`src/hdl/rrva_pkg.sv`:
```
`default_nettype none

package rrva_pkg;

   // fixed field widths
   localparam int STAMP_W    = 32;
   localparam int SID_W      = 5;
   localparam int NEXT_W     = 3;
   localparam int VNUM_W     = 3;
   localparam int POOL_W     = 4;
   localparam int MASK_W     = 32;
   localparam int CSR_IDX_W  = 2;
   localparam int CSR_DATA_W = 32;

   // register indexes
   localparam logic [CSR_IDX_W-1:0] CSR_POOLED_MASK = 2'd0;
   localparam logic [CSR_IDX_W-1:0] CSR_POOL_VOICES = 2'd1;
   localparam logic [CSR_IDX_W-1:0] CSR_DURATION    = 2'd2;

   localparam logic [POOL_W-1:0] POOL_VOICES_RESET = 4'd8;

   // request payload
   typedef struct packed {
      logic [SID_W-1:0]   sound_id;
      logic [STAMP_W-1:0] now_ms;
   } req_type;

   // response payload
   typedef struct packed {
      logic              direct_play;
      logic              voice_granted;
      logic [VNUM_W-1:0] voice_number;
   } rsp_type;

   // voice memory write control
   typedef struct packed {
      logic               en;
      logic               next_we;
      logic [NEXT_W-1:0]  next;
      logic [STAMP_W-1:0] stamp;
   } wr_type;

endpackage

`default_nettype wire

```
`src/hdl/rrva_scan.sv`:
```
`default_nettype none

module rrva_scan
   import rrva_pkg::*;
#(
   parameter int MAX_VOICES = 8,
   localparam int CNT_W  = $clog2(MAX_VOICES + 1),
   localparam int VIDX_W = (MAX_VOICES > 1) ? $clog2(MAX_VOICES) : 1
) (
   input  wire logic                               clock,
   input  wire logic                               load,
   input  wire logic [MAX_VOICES-1:0][STAMP_W-1:0] times,
   input  wire logic [NEXT_W-1:0]                  next_raw,
   input  wire logic [STAMP_W-1:0]                 now,
   input  wire logic [STAMP_W-1:0]                 duration,
   input  wire logic [CNT_W-1:0]                   n,
   output logic                                    found,
   output logic      [VIDX_W-1:0]                  pick
);

   localparam int MOD_W  = (CNT_W > NEXT_W) ? CNT_W : NEXT_W;
   localparam int MOD_STEPS = (1 << NEXT_W) - 1;

   logic [MAX_VOICES-1:0] free_in;
   logic [MAX_VOICES-1:0] free_ff;
   logic [VIDX_W-1:0]     start_in;
   logic [VIDX_W-1:0]     start_ff;
   logic [MOD_W-1:0]      rem;
   logic [MOD_W-1:0]      n_ext;
   logic [MAX_VOICES-1:0] upper;
   logic [VIDX_W-1:0]     pick_upper;
   logic [VIDX_W-1:0]     pick_any;

   // per-voice free test: inside the pool, and never started or wrapped elapsed time reached duration
   always_comb begin
      for (int v = 0; v < MAX_VOICES; v++) begin
         free_in[v] = (v < int'(n)) &&
                      ((times[v] == '0) || ((now - times[v]) >= duration));
      end
   end

   // stale index wraps modulo the pool size by repeated subtraction
   always_comb begin
      n_ext = MOD_W'(n);
      rem   = MOD_W'(next_raw);
      for (int k = 0; k < MOD_STEPS; k++) begin
         if ((n_ext != '0) && (rem >= n_ext)) begin
            rem = rem - n_ext;
         end
      end
      start_in = VIDX_W'(rem);
   end

   always_ff @(posedge clock) begin
      if (load) begin
         free_ff  <= free_in;
         start_ff <= start_in;
      end
   end

   // rotating priority: first free at or after start, else first free overall
   always_comb begin
      pick_upper = '0;
      pick_any   = '0;
      for (int v = 0; v < MAX_VOICES; v++) begin
         upper[v] = free_ff[v] && (VIDX_W'(v) >= start_ff);
      end
      for (int v = MAX_VOICES - 1; v >= 0; v--) begin
         if (upper[v]) begin
            pick_upper = VIDX_W'(v);
         end
         if (free_ff[v]) begin
            pick_any = VIDX_W'(v);
         end
      end
      found = |free_ff;
      pick  = (|upper) ? pick_upper : pick_any;
   end

endmodule

`default_nettype wire

```
`config.mk`:
```
export PLATFORM = sky130hd
export DESIGN_NAME = rrva_scan
export DESIGN_NICKNAME = d
export VERILOG_FILES = /design/src/hdl/rrva_pkg.sv /design/src/hdl/rrva_scan.sv
export SDC_FILE = /design/constraint.sdc
export NUM_CORES = 1
export LEC_CHECK = 0
export BUFFER_PORTS_ARGS = -buffer_cell sky130_fd_sc_hd__buf_2
export CAP_MARGIN = 20
export CORE_MARGIN = 5
export CORE_UTILIZATION = 35
export CTS_CLUSTER_DIAMETER = 80
export DETAILED_ROUTE_END_ITERATION = 8
export SETUP_SLACK_MARGIN = 0.05
export SLEW_MARGIN = 5
export SYNTH_ARGS = -nofsm -noshare
export SYNTH_HDL_FRONTEND = slang
export SYNTH_SLANG_ARGS = --single-unit
```
`constraint.sdc`:
```
create_clock -name clock -period 13.5 [get_ports clock]
set_clock_uncertainty 0.15 [all_clocks]
set_input_delay 2.025 -clock clock [delete_from_list [all_inputs] [get_ports clock]]
set_output_delay 2.025 -clock clock [all_outputs]
set_load 0.02 [all_outputs]
```
Yosys cells after proc, flatten, opt, wreduce, memory -nomap -nowiden
Index checks and enable logic that the tools add are counted.
- flip-flop bits (word level): 11
- bits of input ports: 329
- $lt $le $gt $ge: 31
- add/subtract/negate cells: 15
- muxes and demuxes: 24
- reduce and logical (&&, ||, !) cells: 42
- operators with widths (kind ; count):
    32-bit >= comparator ; 8
    32-bit zero test ; 8
    32-bit subtractor ; 8
    3-bit 2-to-1 mux ; 18
    4-bit >= comparator ; 6
    4-bit 2-to-1 mux ; 6
    1-bit logical AND ; 23
    4-bit subtractor ; 5
    3-bit by 4-bit < comparator with 1-bit output, first input constant ; 4
    8-bit OR reduction ; 2
    3-bit >= comparator, first input constant ; 4
    1-bit logical OR ; 8
    1-bit by 4-bit < comparator with 1-bit output, first input constant ; 2
    2-bit by 4-bit < comparator with 1-bit output, first input constant ; 2
    1-bit by 3-bit >= comparator with 1-bit output, first input constant ; 2
    2-bit by 3-bit >= comparator with 1-bit output, first input constant ; 2
    3-bit by 4-bit >= comparator with 1-bit output ; 1
    4-bit nonzero test ; 1
    3-bit by 4-bit subtractor with 4-bit output ; 1
    3-bit subtractor ; 1

Logic depth before layout (Yosys ltp)
Gate-level depths: netlist (run 1).
- word-level depth: 21
- depth in mapped cells: 55
- gate-level depth less buffers: 55

Worst setup path before layout (run 1)
OpenSTA, ideal clock, no wires.
- kind: in2reg
- from: in next_raw[0]
- to: reg start_ff[1], data pin
- path slack: 1.391 ns
- required time: 13.090 ns
- stages: 51
- data arrival time: 11.699 ns
- path buffers: 0
- library setup time: 0.260 ns
- path through: inv_1 > ha_1 > inv_1 > fa_1 > a21o_1 > a21oi_1 > nor3_2 > mux2_4 > ha_1 > fa_1 > a21bo_2 > a21o_1 > a21oi_1 > nor2_1 > mux2_2 > ha_1 > fa_1 > nand2_1 > [... 15 more ...] > a21oi_1 > nor2_1 > mux2_2 > ha_1 > fa_1 > nand2_1 > a21o_1 > a21oi_1 > nor2_1 > mux2_2 > ha_1 > inv_1 > fa_1 > a21o_1 > a21o_1 > a21oi_1 > nor2_1 > mux2_2
- word-level cells in the longest chain between the ends: 21
- elaborated cells on any way between the ends: 28
- those cells by class: add/sub: 7; order compare: 7; mux: 7; reduce/logical: 7
- ends and longest elaborated chain (what ; line ; RTL):
    from (decl) ; rrva_scan.sv:13 ; input wire logic [NEXT_W-1:0] next_raw,
    3-bit by 4-bit >= comparator with 1-bit output ; rrva_scan.sv:47 ; if ((n_ext != '0) && (rem >= n_ext)) begin
    1-bit logical AND ; rrva_scan.sv:47 ;
    4-bit 2-to-1 mux (*) ; rrva_scan.sv:47 ;
    4-bit >= comparator ; rrva_scan.sv:47 ;
    1-bit logical AND ; rrva_scan.sv:47 ;
    4-bit 2-to-1 mux (*) ; rrva_scan.sv:47 ;
    4-bit >= comparator ; rrva_scan.sv:47 ;
    1-bit logical AND ; rrva_scan.sv:47 ;
    [... 6 more ...] ; -- ;
    4-bit 2-to-1 mux (*) ; rrva_scan.sv:47 ;
    4-bit >= comparator ; rrva_scan.sv:47 ;
    1-bit logical AND ; rrva_scan.sv:47 ;
    4-bit 2-to-1 mux (*) ; rrva_scan.sv:47 ;
    4-bit >= comparator ; rrva_scan.sv:47 ;
    1-bit logical AND ; rrva_scan.sv:47 ;
    3-bit 2-to-1 mux (*) ; rrva_scan.sv:47 ;
    net rem[1] ; rrva_scan.sv:28 ; logic [MOD_W-1:0] rem;
    to (signal assigned) ; rrva_scan.sv:57 ; start_ff <= start_in;
    to (decl) ; rrva_scan.sv:27 ; logic [VIDX_W-1:0] start_ff;
Mark *: on every way through the listed nets, which the timed path passes. The rest lies on a longest branch.
A chain may end at the register's enable or synchronous reset.

Final worst setup path (run 1)
- from: in n[0]
- to: reg start_ff[1], data pin
- word-level cells in the longest chain between the ends: 21
- elaborated cells on any way between the ends: 29
- those cells by class: add/sub: 7; order compare: 7; mux: 7; reduce/logical: 8
- ends and longest elaborated chain (what ; line ; RTL):
    from (decl) ; rrva_scan.sv:16 ; input wire logic [CNT_W-1:0] n,
    3-bit by 4-bit >= comparator with 1-bit output / 4-bit nonzero test (equally long branches) ; rrva_scan.sv:47 ;
    1-bit logical AND ; rrva_scan.sv:47 ;
    4-bit 2-to-1 mux ; rrva_scan.sv:47 ;
    4-bit >= comparator ; rrva_scan.sv:47 ;
    1-bit logical AND ; rrva_scan.sv:47 ;
    4-bit 2-to-1 mux ; rrva_scan.sv:47 ;
    4-bit >= comparator ; rrva_scan.sv:47 ;
    1-bit logical AND ; rrva_scan.sv:47 ;
    [... 6 more ...] ; -- ;
    4-bit 2-to-1 mux ; rrva_scan.sv:47 ;
    4-bit >= comparator ; rrva_scan.sv:47 ;
    1-bit logical AND ; rrva_scan.sv:47 ;
    4-bit 2-to-1 mux ; rrva_scan.sv:47 ;
    4-bit >= comparator ; rrva_scan.sv:47 ;
    1-bit logical AND ; rrva_scan.sv:47 ;
    3-bit 2-to-1 mux (*) ; rrva_scan.sv:47 ;
    net rem[1] ; rrva_scan.sv:28 ;
Marked as above.

==> flow_metrics.env, run 1 <==
export IMPL_run_status="completed"
export IMPL_hold_path_class="in -> reg"
export IMPL_first_global_vias=19300
export IMPL_synth_top_flop_cell="sky130_fd_sc_hd__edfxtp_1"
export IMPL_final_period_minus_worst_setup_slack_ps=12810
export IMPL_cts_post_setup_buffers_inserted=0
export IMPL_final_hold_viol_count=0
export IMPL_drt_wl_total_um=73200
export IMPL_worstPathRequired_ps=13330
export IMPL_cp_slowest_stage_delay_ps=420
export IMPL_max_slew_worst_pin_slew_ps=1020
export IMPL_placement_rows=87
export IMPL_dpl_instance_area_um2=22700
export IMPL_hold_path_startpoint="load"
export IMPL_synth_lib_cells_used_distinct=74
export IMPL_final_area_um2=22800
export IMPL_critical_path_peak_fanout=11
export IMPL_synth_yosys_seq_area_share_pct=1.64
export IMPL_cp_common_cell="sky130_fd_sc_hd__a21o_1"
export IMPL_dr_first_iter_drc_count=1373
export IMPL_vias_per_cell=5.40
export IMPL_ant_nets=0
export IMPL_ys_async_sr_fraction_pct=0
export IMPL_place_congestion=0.936
export IMPL_maxClockFrequency_mhz=78.0
export IMPL_die_x_um=250
export IMPL_routed_wire_length_per_instance_um=19.1
export IMPL_endpoint_kind="register"
export IMPL_htreeDepth=1
export IMPL_via_count=20600
export IMPL_worst_setup_path_start_kind="input pin"
export IMPL_drt_first_pass_iters=5
export IMPL_synth_seq_cells=11
export IMPL_most_common_layout_cells="sky130_fd_sc_hd__ha_1, sky130_fd_sc_hd__inv_1, sky130_fd_sc_hd__buf_2"
export IMPL_clockRootBuffer="sky130_fd_sc_hd__clkbuf_16"
export IMPL_numPortBuffers=332
export IMPL_ir_drop_mv=0.124
export IMPL_die_height_um=250
export IMPL_total_die_area_um2=62300
export IMPL_report_final_slew_viol_count=0
export IMPL_globalRouteOverflowTotal=0
export IMPL_initial_core_util_pct=35.5
export IMPL_critPathSlowestCell="sky130_fd_sc_hd__fa_1"
export IMPL_post_synthesis_net_count=3606
export IMPL_grt_pass1_wl_um=110000
export IMPL_power_uw=1890
export IMPL_design_core_area_um2=56600
export IMPL_grt_use_total_pct=21.9
export IMPL_synth_cells=2731
export IMPL_synth_cell_area_um2=20100
export IMPL_cp_launch_point="n[0]"
export IMPL_final_min_period_over_clock_period_pct=94.9
export IMPL_dp_final_hpwl_um=65000
export IMPL_setup_violations=0
export IMPL_cellLeakagePower_uw=0.0120
export IMPL_worst_slew_margin_rel_pct=31.4
export IMPL_rsz0062_at_grt="false"
export IMPL_cts_root_to_sink_buffers=2
export IMPL_power_density_nw_per_um2=82.8
export IMPL_drc_errors=0
export IMPL_syn2layout_area_growth_pct=13.5
export IMPL_synthesis_area_per_instance_um2=7.36
export IMPL_synth_warnings=0
export IMPL_cap_viol_max_count=0
export IMPL_synth_edff_count=11
export IMPL_worst_ep_arrival_time_ps=12640
export IMPL_drive_gt1_share_pct=12.6
export IMPL_top_level_ports=333
export IMPL_largest_net_degree_at_the_start_of_global_routing=17
export IMPL_grt_antenna_before_repair=16
export IMPL_numCtsBuffers=3
export IMPL_cts_tree="yes"
export IMPL_leading_cell_type_in_the_layout_fill_and_taps_excluded="sky130_fd_sc_hd__ha_1"
export IMPL_cts_hold_buffers_added=0
export IMPL_num_fill_cells=6111
export IMPL_tns_ps=0
export IMPL_cts_sinks=11
export IMPL_worst_setup_hold_path_clk_slew_ps=40
export IMPL_fin_hold_ws_ps=2040
export IMPL_worstSetupPathType="in -> reg"
export IMPL_cts_resized=0
export IMPL_finalNetCount=3940
==> final timing paths <==
| path | slack, ps | cells past startpoint | to |
|---|---|---|---|
| min | 2040 | 1 | free_ff[6] |
| max | 690 | 51 | start_ff[1] |
==> flip-flops by register name, summed over array words and instances, names as in the netlist <==
signal	flops
start_ff	3
free_ff	8
==> Yosys cell counts, types with 4 or more instances <==
master / number / share of area, %
sky130_fd_sc_hd__o21ai_1: 6 / 0.15
sky130_fd_sc_hd__o21ai_0: 161 / 4.0
sky130_fd_sc_hd__a311o_1: 4 / 0.20
sky130_fd_sc_hd__nand4_1: 61 / 1.9
sky130_fd_sc_hd__and3_1: 22 / 0.68
sky130_fd_sc_hd__o31ai_1: 11 / 0.41
sky130_fd_sc_hd__nor2_1: 164 / 3.1
sky130_fd_sc_hd__a31oi_1: 22 / 0.68
sky130_fd_sc_hd__nand2b_1: 53 / 1.7
sky130_fd_sc_hd__fa_1: 15 / 1.5
sky130_fd_sc_hd__or3_1: 7 / 0.22
sky130_fd_sc_hd__xor2_1: 62 / 2.7
sky130_fd_sc_hd__o2111ai_1: 6 / 0.26
sky130_fd_sc_hd__and2_1: 8 / 0.25
sky130_fd_sc_hd__a31o_2: 7 / 0.31
sky130_fd_sc_hd__a211oi_1: 37 / 1.4
sky130_fd_sc_hd__nor2b_1: 55 / 1.7
sky130_fd_sc_hd__a41o_1: 7 / 0.35
sky130_fd_sc_hd__a211o_1: 9 / 0.39
sky130_fd_sc_hd__a21boi_0: 4 / 0.15
sky130_fd_sc_hd__mux2_2: 19 / 1.1
sky130_fd_sc_hd__o21bai_1: 35 / 1.3
sky130_fd_sc_hd__o211ai_1: 25 / 0.93
sky130_fd_sc_hd__nand2_1: 107 / 2.0
sky130_fd_sc_hd__ha_1: 531 / 33
sky130_fd_sc_hd__inv_1: 357 / 6.7
sky130_fd_sc_hd__o31a_1: 11 / 0.48
sky130_fd_sc_hd__mux2i_1: 6 / 0.30
sky130_fd_sc_hd__a2111oi_0: 7 / 0.31
sky130_fd_sc_hd__nand3_1: 39 / 0.97
sky130_fd_sc_hd__a221o_1: 4 / 0.20
sky130_fd_sc_hd__and4_1: 7 / 0.31
sky130_fd_sc_hd__nor4_1: 70 / 2.2
sky130_fd_sc_hd__clkbuf_1: 6 / 0.11
sky130_fd_sc_hd__o21a_1: 42 / 1.6
sky130_fd_sc_hd__a21o_1: 154 / 5.8
sky130_fd_sc_hd__o211a_1: 5 / 0.25
sky130_fd_sc_hd__a21oi_1: 296 / 7.4
sky130_fd_sc_hd__edfxtp_1: 11 / 1.6
sky130_fd_sc_hd__xnor2_1: 176 / 7.7
sky130_fd_sc_hd__nor3_1: 32 / 0.80
sky130_fd_sc_hd__or2_2: 9 / 0.28
==> critical path, delay by kind of cell <==
family / cells / cell delay, ps
fa+ha+maj: 14 / 4050
simple gates: 11 / 1850
mux: 7 / 2660
compound gates: 16 / 1670
buf+inv: 3 / 380
==> cell families after synthesis <==
kind of cell | share of synthesized area [%]
simple gates | 16.7
compound gates | 28.4
mux | 1.44
buf+inv | 6.85
fa+ha+maj | 34.6
xor+xnor | 10.4
flops | 1.64
==> area by class of cell <==
class / instances / area (um2) / area share, %
Antenna cell: 6 / 15.0 / 0.0658
Tap cell: 756 / 946 / 4.15
Sequential cell: 11 / 330 / 1.45
Inverter: 357 / 1340 / 5.88
Multi-Input combinational cell: 2354 / 18400 / 80.6
Clock buffer: 4 / 78.8 / 0.346
Timing Repair Buffer: 338 / 1710 / 7.48
==> per-stage QoR <==
step / setup slack (ps) / std cells / utilization [%]
2_1_floorplan: 1390 / 2731 / -
3_3_place_gp: 626 / 3816 / 40.1
3_5_place_dp: 485 / 3816 / 40.1
4_1_cts: 716 / 3820 / 40.3
5_1_grt: 57.7 / 3822 / 40.3
6_report: 686 / 3826 / 40.3
==> where the power goes <==
group	switching, uW	internal, uW
clock network	13.1	39.5
registers	13.6	70.0
logic	924	829
total	950	938
==> per-layer routing <==
| layer | GRT usage, % | part of all wire (%) | vias up |
|---|---|---|---|
| li1 | - | - | 10800 |
| met4 | 3.06 | 1.7 | 14 |
| met5 | 0 | 0.12 | - |
| met3 | 3.28 | 6.1 | 79 |
| met2 | 36.4 | 45 | 539 |
| met1 | 30.9 | 47 | 9254 |
Note: power is estimated with default switching activity, not from simulation.
==> run 2, diff against run 1 <==
--- a/config.mk
+++ b/config.mk
@@ -11,6 +11,7 @@
 export CORE_UTILIZATION = 35
 export CTS_CLUSTER_DIAMETER = 80
 export DETAILED_ROUTE_END_ITERATION = 8
+export REMOVE_ABC_BUFFERS = 1
 export SETUP_SLACK_MARGIN = 0.05
 export SLEW_MARGIN = 5
 export SYNTH_ARGS = -nofsm -noshare
==> run 2 against run 1 <==
  * Utilization barely moved
  * Fmax is 1.1% higher
  * Clock power rose by 0.8%
  * Wire length decreased by 1.1%
  * Non-clock buffer count up 3
  * Count of clock-buffer cells in the layout did not move
  * Sequential power about the same
  * Critical path depth decreased by 1
  * Combinational power about the same
  * Critical path type unchanged
==> flow_metrics.env, run 2 (synthesis gave the netlist of run 1 again) <==
export IMPL_run_status="completed"
export IMPL_p_switching_uw=949
export IMPL_endpoint_kind="register"
export IMPL_dpl_cell_count=3819
export IMPL_drt_wl_total_um=72400
export IMPL_grt_antenna_before_repair=11
export IMPL_dr_first_iter_drc_count=1071
export IMPL_critical_path_peak_fanout=11
export IMPL_largest_register_ff_count=8
export IMPL_hold_path_startpoint="load"
export IMPL_numPortBuffers=332
export IMPL_leading_cell_type_in_the_layout_fill_and_taps_excluded="sky130_fd_sc_hd__ha_1"
export IMPL_cts_post_setup_buffers_inserted=0
export IMPL_ir_drop_mv=0.126
export IMPL_globalRouteOverflowTotal=0
export IMPL_setup_violations=0
export IMPL_design_core_area_um2=56600
export IMPL_die_height_um=250
export IMPL_cp_top_family="adder cells"
export IMPL_report_final_slew_viol_count=0
export IMPL_top_level_ports=333
export IMPL_cp_slowest_stage_delay_ps=450
export IMPL_critical_path_buf_inv_count=3
export IMPL_numCtsBuffers=3
export IMPL_worst_hold_path_endpoint="free_ff[7]"
export IMPL_drive_gt1_share_pct=12.7
export IMPL_syn2layout_area_growth_pct=13.6
export IMPL_cts_tree="yes"
export IMPL_sw_frac_of_total_pct=50.1
export IMPL_final_hold_viol_count=0
export IMPL_worst_ep_arrival_time_ps=12510
export IMPL_via_count=20700
export IMPL_critPathSlowestCell="sky130_fd_sc_hd__fa_1"
export IMPL_most_common_layout_cells="sky130_fd_sc_hd__ha_1, sky130_fd_sc_hd__inv_1, sky130_fd_sc_hd__buf_2"
export IMPL_worstPathRequired_ps=13330
export IMPL_power_density_nw_per_um2=83.0
export IMPL_worst_setup_hold_path_clk_slew_ps=40
export IMPL_cellLeakagePower_uw=0.0120
export IMPL_combPwrFrac_pct=92.8
export IMPL_final_period_minus_worst_setup_slack_ps=12680
export IMPL_vias_per_cell=5.40
export IMPL_grt_use_total_pct=21.8
export IMPL_worst_slew_margin_rel_pct=43.3
export IMPL_hold_path_class="in -> reg"
export IMPL_final_min_period_over_clock_period_pct=93.9
export IMPL_drt_first_pass_iters=6
export IMPL_intPower_uw=945
export IMPL_num_fill_cells=6170
export IMPL_cap_viol_max_count=0
export IMPL_die_x_um=250
export IMPL_rsz0062_at_grt="false"
export IMPL_htreeDepth=1
export IMPL_first_global_vias=19700
export IMPL_worstSetupPathType="in -> reg"
export IMPL_initial_core_util_pct=35.5
export IMPL_dp_final_hpwl_um=64600
export IMPL_regArea_um2=330
export IMPL_power_sequential_fraction_pct=4.4
export IMPL_top_regs="free_ff (8), start_ff (3)"
export IMPL_grt_pass1_wl_um=110000
export IMPL_tns_ps=0
export IMPL_cts_root_to_sink_buffers=2
export IMPL_drc_errors=0
export IMPL_worst_setup_path_start_kind="input pin"
export IMPL_whs_path_depth=1
export IMPL_layoutNonFillerInstCount=3829
export IMPL_clockRootBuffer="sky130_fd_sc_hd__clkbuf_16"
export IMPL_cts_sinks=11
export IMPL_maxClockFrequency_mhz=78.9
export IMPL_largest_net_degree_at_the_start_of_global_routing=17
export IMPL_max_slew_worst_pin_slew_ps=845
export IMPL_routed_wire_length_per_instance_um=18.9
export IMPL_placement_rows=87
export IMPL_place_congestion=0.929
export IMPL_cp_common_cell="sky130_fd_sc_hd__a21o_1"
export IMPL_cts_resized=0
export IMPL_total_die_area_um2=62300
export IMPL_largest_register="free_ff"
export IMPL_cts_hold_buffers_added=0
export IMPL_proportion_of_power_drawn_by_the_clock_network_pct=2.8
export IMPL_ant_nets=0
export IMPL_finalNetCount=3943
export IMPL_multi_input_area_um2=18400
[run 2: changes by cell type in the layout (fill, tap and decap cells not counted)]
cell / change
sky130_fd_sc_hd__buf_4: +3
[run 2: worst max-delay path by stage]
stage / start / slack [ps] / cells past startpoint / endpoint
final: n[1] / 820 / 50 / start_ff[2]
after global routing: n[1] / 200 / 49 / start_ff[1]
after CTS: n[0] / 850 / 51 / start_ff[1]
after detailed placement: n[0] / 620 / 51 / start_ff[1]
after global placement: n[1] / 760 / 50 / start_ff[2]
after floorplan: next_raw[0] / 1360 / 51 / start_ff[1]
[run 2: cell type report]
class	count	share of cell area, %
antenna	6	0.0658
clock buffer	4	0.345
multi-input combinational	2354	80.6
tap	756	4.14
inverter	357	5.87
timing repair buffer	341	7.58
sequential	11	1.45
[run 2: power by group through the flow]
stage | logic [uW] | clock network [uW] | registers [uW]
final | 1760 | 53.0 | 83.4
after global routing | 1990 | 55.8 | 84.9
after CTS | 1750 | 53.9 | 82.9
after detailed placement | 1740 | 0 | 83.4
after global placement | 1720 | 0 | 83.8
after floorplan | 1330 | 0 | 79.8
[run 2: layer usage]
| layer | share of wire, % | track usage [%] | vias up |
|---|---|---|---|
| li1 | - | - | 10800 |
| met1 | 47 | 30.3 | 9261 |
| met2 | 46 | 37.4 | 548 |
| met3 | 4.8 | 1.79 | 95 |
| met4 | 2.2 | 3.95 | 12 |
| met5 | 0.091 | 0 | - |
[run 2: through the flow]
step / worst slack, ps / total power [uW] / utilization, % / hold WS, ps / area, um2
after global routing: 198 / 2130 / 40.3 / 2030 / 22800
after global placement: 765 / 1810 / 40.2 / 2260 / 22700
final: 824 / 1890 / 40.3 / 2020 / 22800
after CTS: 849 / 1890 / 40.3 / 2020 / 22800
after floorplan: 1360 / 1410 / - / 1990 / 20100
after detailed placement: 624 / 1820 / 40.2 / 2260 / 22700
